<file path="src/rtl/iir3_pkg.sv">
`timescale 1ns / 1ps

package iir3_pkg;

  localparam int SampleWidthDef  = 16;
  localparam int CoefFracBitsDef = 20;
  localparam int GuardBitsDef    = 8;

  // coefficients carry 3 integer bits plus sign on top of the fraction
  localparam int CoefIntBits  = 4;
  localparam int NumCoef      = 7;
  localparam int CfgAddrWidth = 5;
  localparam int CfgDataWidth = 32;

  typedef enum logic [2:0] {
    IdxB0,
    IdxB1,
    IdxB2,
    IdxB3,
    IdxA1,
    IdxA2,
    IdxA3
  } coef_idx_e;

endpackage

</file>
<file path="src/rtl/iir3_cfg.sv">
`timescale 1ns / 1ps

module iir3_cfg #(
  parameter int CoefFracBits = iir3_pkg::CoefFracBitsDef
) (
  input  logic                                  clk_i,
  input  logic                                  rst_ni,
  input  logic                                  psel,
  input  logic                                  penable,
  input  logic                                  pwrite,
  input  logic [iir3_pkg::CfgAddrWidth-1:0]     paddr,
  input  logic [iir3_pkg::CfgDataWidth-1:0]     pwdata,
  output logic [iir3_pkg::CfgDataWidth-1:0]     prdata,
  output logic                                  pready,
  output logic [iir3_pkg::NumCoef-1:0][iir3_pkg::CoefIntBits+CoefFracBits-1:0] coef_o
);
  import iir3_pkg::*;

  localparam int CW = CoefIntBits + CoefFracBits;

  logic [NumCoef-1:0][CW-1:0] coef_q;
  logic [2:0]                 idx;
  logic                       wr_en;

  assign idx    = paddr[4:2];
  assign wr_en  = psel & penable & pwrite;
  assign pready = 1'b1;
  assign coef_o = coef_q;

  always_ff @(posedge clk_i or negedge rst_ni) begin
    if (!rst_ni) begin
      // pass-through: b0 = 1.0, everything else zero
      for (int i = 0; i < NumCoef; i++) begin
        coef_q[i] <= (i == int'(IdxB0)) ? (CW'(1) << CoefFracBits) : '0;
      end
    end else if (wr_en) begin
      for (int i = 0; i < NumCoef; i++) begin
        if (idx == 3'(i)) begin
          coef_q[i] <= pwdata[CW-1:0];
        end
      end
    end
  end

  always_comb begin
    prdata = '0;
    for (int i = 0; i < NumCoef; i++) begin
      if (idx == 3'(i)) begin
        prdata = CfgDataWidth'($signed(coef_q[i]));
      end
    end
  end

endmodule

</file>
<file path="config.mk">
export PLATFORM = sky130hd
export DESIGN_NAME = iir3_cfg
export DESIGN_NICKNAME = d
export VERILOG_FILES = /design/src/rtl/iir3_pkg.sv /design/src/rtl/iir3_cfg.sv
export SDC_FILE = /design/constraint.sdc
export NUM_CORES = 1
export LEC_CHECK = 0
export ABC_AREA = 1
export BUFFER_PORTS_ARGS = -buffer_cell sky130_fd_sc_hd__buf_2
export CELL_PAD_IN_SITES_DETAIL_PLACEMENT = 1
export CELL_PAD_IN_SITES_GLOBAL_PLACEMENT = 1
export CORE_MARGIN = 8
export CORE_UTILIZATION = 41
export CTS_BUF_LIST = sky130_fd_sc_hd__clkbuf_8
export CTS_CLUSTER_DIAMETER = 150
export DETAILED_ROUTE_END_ITERATION = 8
export GPL_ROUTABILITY_DRIVEN = 0
export GPL_TIMING_DRIVEN = 0
export PLACE_DENSITY_LB_ADDON = 0.1
export SKIP_LAST_GASP = 1
export SLEW_MARGIN = 10
export SYNTH_ARGS = -nofsm -noshare
export SYNTH_HDL_FRONTEND = slang
export SYNTH_SLANG_ARGS = --single-unit
</file>
<file path="constraint.sdc">
create_clock -name clk_i -period 6.05 [get_ports clk_i]
set_input_delay 1.5125 -clock clk_i [delete_from_list [all_inputs] [get_ports clk_i]]
set_output_delay 1.5125 -clock clk_i [all_outputs]
set_load 0.02 [all_outputs]
</file>
==> run metrics, run 1 <==
Worst setup SP type=input pin; Worst Tran Pin Value=0.809 ns; main flop type after synthesis=dfrtp_1; Cells after DPL=1,370; RSZ-0062 raised after global routing=no; Non-Filler Instances=1,400; Slew headroom=46.0%; Critical Path Sink Type=output port; max reg flops=168; Congestion Overflow GR=0; Setup TNS=0 ns; # IOs=243; post-DP HPWL=23,100 um; Post-synth top cells=nand2_1 (169), dfrtp_1 (167), nor2_1 (123), o21ai_0 (88), inv_1 (76); Synth Register Bits=168; Post-CTS Hold Buffers=0; Tmin final=5.03 ns; Die Height=152 um; Num CTS Buffers=17; Static Leak=4.88 nW; DRC Markers=0; layout cells sized above 1=26.8%; clock skew=0 ns; vias in the first global route=8,056; Worst IR Drop VDD=145 uV; Clock Tree Buf Depth=2; Worst Path Max Fanout=10; die area=0.0231 mm^2; post-synthesis cell area=0.00759 mm^2; share of the synthesized area in the top cell type=55.1%; syn_nets=951; row cnt=49; WS Path Type=in2out; worst hold slack=0.493 ns; Iter 0 DRT Violations=561; vias=7,687; Post-synth EDFFs=0; DRT Wirelength=31,800 um; FFs w/ async S/R, synth=100%; worst skew pair latency=0.46 ns; vias per cell=5.49; CTS root buffer=clkbuf_8; final setup violation count=0; largest cells by area after synthesis=dfrtp_1 (55%), nand2_1 (8.4%), nand4_1 (6.1%); Hold Path Cell Cnt=2; Detail Route Antenna Nets=0; most common cell in the netlist=nand2_1; wire per inst=22.7 um; Sink Count=168; Yosys cell types=20; syn_area_per_cell=8.35 um^2; cells after synthesis=909; Slew Viols, Final=0; width of the die=152 um; Area Overhead vs Synth=24.8%; sequential cell area fraction in the yosys report=55.4%; largest net degree at the start of global routing=91; first-pass GRT wire length=48,600 um; Resized cells post-CTS=0; Cell Pwr Density=375 mW/mm^2; Critical Path RT=4.54 ns; postcts setup bufs=0; Final nets=1,202; Starting Density=42.0%; initial antenna violation count=1; Worst-path clk slew=0.08 ns; Tot GR Track Use=27.2%; max-cap viol count=0; Core ar.=0.0181 mm^2; min-delay worst type=reg2reg; Syn. warnings=0; Max Freq=199 MHz; final hold violation count=0; Final Cycle Share=83.1%; drt first pass iters=4; Critical Path AT=3.52 ns; CTS tree=yes; Final Util=52.4%; H-tree depth=4; PortBufs=231; FF-to-FF path depth=2; run status=finished, final reports clean; cell taking the most area after synthesis=dfrtp_1
[area by class of cell]
cell class / count / area (um^2)
clock inverter: 9 / 125
multi-input combinational: 590 / 2700
clock buffer: 20 / 275
fill: 2320 / 8620
sequential: 168 / 4210
inverter: 79 / 297
buffer: 72 / 383
antenna: 1 / 2.50
timing repair buffer: 232 / 1190
tap: 229 / 287
[routing by layer]
layer	global-route usage, %	part of all wire [%]	up-vias
li1	-	-	3485
met2	44.0	47	302
met4	9.76	2.5	2
met3	5.45	6.3	54
met5	1.51	0.16	-
met1	35.5	44	3844
[worst max-delay path, stage by stage]
cell and delay (ns):
buf_2 0.13, nor2_2 0.33, nand2_1 0.12, inv_1 0.25, buf_1 0.66, nand2_1 0.12
nand4_1 0.20, buf_2 0.20
[stage by stage]
stage / setup slack [ns] / total power [W] / area [um^2]
global placement: 0.775 / 0.00268 / 9030
detailed placement: 1.04 / 0.00273 / 9070
global route: 0.898 / 0.00371 / 9470
floorplan: 1.71 / 0.00221 / 7590
CTS: 1.04 / 0.00356 / 9470
finish: 1.02 / 0.00355 / 9470
[logic make-up (layout without fill, tap and decap cells)]
group                  Yosys count  after routing  share of synthesized area, %
AOI/OAI and AO/OA              168            168                          11.1
buffers and inverters          151            412                          8.95
DFF                            168            168                          55.4
other                            1              2                        0.0494
and+or+nand+nor                421            421                          24.5
[where the power goes]
part | internal, W | switching [W] | total, W
logic | 0.000357 | 0.000756 | 0.00111
clock network | 0.000432 | 0.000415 | 0.000846
registers | 0.00136 | 0.000223 | 0.00159
total | 0.00215 | 0.00139 | 0.00355
[path summary, 6_finish.rpt]
kind	start	endpoint	slack, ns
hold / removal	coef_o[20]	coef_o[20]	0.49
min in group asynchronous	rst_ni	coef_o[2]	1.01
max in group asynchronous	rst_ni	coef_o[159]	4.16
setup reg to reg	coef_o[20]	coef_o[20]	5.26
hold reg to reg	coef_o[20]	coef_o[20]	0.49
setup / recovery	paddr[2]	prdata[17]	1.02
[layout by cell type, fill, tap and decap left out]
cell type / Yosys / routed
a21oi_1: 72 / 72
buf_1: 7 / 7
buf_16: 0 / 1
buf_2: 24 / 254
buf_4: 22 / 22
buf_8: 0 / 1
bufinv_16: 0 / 3
clkbuf_1: 19 / 19
clkbuf_8: 0 / 20
clkinv_2: 0 / 4
clkinvlp_4: 0 / 2
conb_1: 1 / 1
dfrtp_1: 167 / 167
dfstp_2: 1 / 1
diode_2: 0 / 1
inv_1: 76 / 76
inv_2: 3 / 3
nand2_1: 169 / 169
nand3_1: 51 / 51
nand3_2: 1 / 1
nand4_1: 74 / 74
nor2_1: 123 / 123
nor2_2: 1 / 1
nor4_4: 1 / 1
o21ai_0: 88 / 88
o21ai_1: 8 / 8
or2_1: 1 / 1
Note: power is estimated with default switching activity, not from simulation.
==> inputs of run 2 (changes only) <==
--- a/config.mk
+++ b/config.mk
@@ -10,7 +10,7 @@
 export CELL_PAD_IN_SITES_DETAIL_PLACEMENT = 1
 export CELL_PAD_IN_SITES_GLOBAL_PLACEMENT = 1
 export CORE_MARGIN = 8
-export CORE_UTILIZATION = 41
+export CORE_UTILIZATION = 34
 export CTS_BUF_LIST = sky130_fd_sc_hd__clkbuf_8
 export CTS_CLUSTER_DIAMETER = 150
 export DETAILED_ROUTE_END_ITERATION = 8
==> constraint.sdc (replaced) <==
create_clock -name clk_i -period 4.4 [get_ports clk_i]
set_input_delay 1.1 -clock clk_i [delete_from_list [all_inputs] [get_ports clk_i]]
set_output_delay 1.1 -clock clk_i [all_outputs]
set_load 0.02 [all_outputs]
==> run metrics, run 2 (synthesis gave the netlist of run 1 again) <==
RSZ-0062 raised after global routing=no; commonest non-fill, non-tap cell in the layout=buf_2; max reg flops=168; Cell Pwr Density=514 mW/mm^2; worst path cell trace=buf_2 > nor2_2 > nand2_1 > inv_1 > buf_1 > nand2_1 > nand4_1 > buf_2; run status=finished, final reports clean; FF-to-FF path depth=2; Non-Filler Instances=1,453; Max Freq=241 MHz; Worst Path Buf+Inv=4; Congestion Overflow GR=0; Starting Density=34.7%; CP delay by family, top=buffers and inverters; Final Cycle Share=94.1%; Final nets=1,202; initial antenna violation count=2; Tmin final=4.14 ns; Worst Tran Pin Value=0.897 ns; commonest non-fill, non-tap cells in the layout=buf_2 (254), nand2_1 (169), dfrtp_1 (167); final hold violation count=0; Num CTS Buffers=17; CTS root buffer=clkbuf_8; drt first pass iters=7; largest net degree at the start of global routing=87; max-cap viol count=0; row cnt=54; die area=0.0274 mm^2; vias=7,513; clock skew=0 ns; worst stage delay on the critical path=0.70 ns; Sink Count=168; Slew Viols, Final=0; WS Path Type=in2out; Hold EP=coef_o[20]; Hold Path Cell Cnt=2; ant diodes=0; HP Start=coef_o[20]; Setup TNS=0 ns; # IOs=243; post-DP HPWL=24,000 um; Static Leak=4.89 nW; Worst-path clk slew=0.08 ns; Cells after DPL=1,421; Critical Path AT=3.04 ns; min-delay worst type=reg2reg; worst reg2reg path endpoint=coef_o[20]; DRC Markers=0; final setup violation count=0; DRT Wirelength=33,100 um; worst setup margin=0.259 ns; worst r2r src=coef_o[20]; wire per inst=22.8 um; Die Height=165 um; Resized cells post-CTS=0; Slew headroom=40.2%; Post-CTS Hold Buffers=0; Detail Route Antenna Nets=0; Worst IR Drop VDD=232 uV; Clock Tree Buf Depth=2; vias per cell=5.17; H-tree depth=4; worst skew pair latency=0.46 ns; Core ar.=0.0219 mm^2; layout cells sized above 1=26.9%; Slowest-stage cell, CP=buf_1; Worst Path Max Fanout=10; placement-stage worst setup slack=0.248 ns; Critical Path Sink Type=output port; Iter 0 DRT Violations=606; Critical Path RT=3.30 ns; width of the die=165 um; Worst setup SP type=input pin; vias in the first global route=8,043; CTS tree=yes; Area Overhead vs Synth=26.1%; postcts setup bufs=0; PortBufs=231; flop-to-flop setup slack=3.61 ns; first-pass GRT wire length=49,500 um; Tot GR Track Use=24.5%
[run 2: power by group]
group          internal, W  switching, W
logic             0.000491       0.00103
registers          0.00188      0.000296
clock network     0.000622      0.000601
total              0.00299       0.00193
[run 2: cell type report]
| type | count | area (um^2) |
|---|---|---|
| fill | 2733 | 12300 |
| timing repair buffer | 232 | 1190 |
| sequential | 168 | 4210 |
| multi-input combinational | 590 | 2700 |
| tap | 280 | 350 |
| clock buffer | 21 | 289 |
| inverter | 79 | 297 |
| buffer | 72 | 383 |
| clock inverter | 11 | 146 |
[run 2: routing by layer]
| metal | routed length (um) | global-route usage, % |
|---|---|---|
| met5 | 27 | 0 |
| met3 | 2190 | 6.05 |
| met2 | 15900 | 39.8 |
| met1 | 14600 | 32.4 |
| met4 | 457 | 5.60 |
[run 2: stage by stage]
stage               hold slack [ns]  total power (W)  utilization (%)  instance area [um^2]
floorplan                     0.509          0.00304                -                  7590
global placement              0.477          0.00370             41.5                  9090
detailed placement            0.482          0.00375             41.7                  9130
CTS                           0.495          0.00497             43.7                  9570
global route                  0.525          0.00520             43.7                  9570
finish                        0.494          0.00492             43.7                  9570
[run 2: how the worst max path moves through the flow]
| stage | slack [ns] | endpoint | start | depth (start not counted) |
|---|---|---|---|---|
| 4_1_cts | 0.24 | prdata[3] | paddr[2] | 8 |
| 3_3_place_gp | -0.59 | coef_o[129] | rst_ni | 1 |
| 2_1_floorplan | 0.89 | prdata[24] | paddr[3] | 8 |
| 5_1_grt | 0.13 | prdata[3] | paddr[2] | 8 |
| 3_5_place_dp | 0.25 | prdata[3] | paddr[2] | 8 |
| 6_report | 0.26 | prdata[3] | paddr[2] | 8 |
[run 2: worst reg2reg max path, delay by kind of cell, from the launching register on]
kind                   cells  cell delay [ns]
flip-flops                 1             0.56
AO/OA/AOI/OAI              1             0.12
buffers and inverters      1             0.04
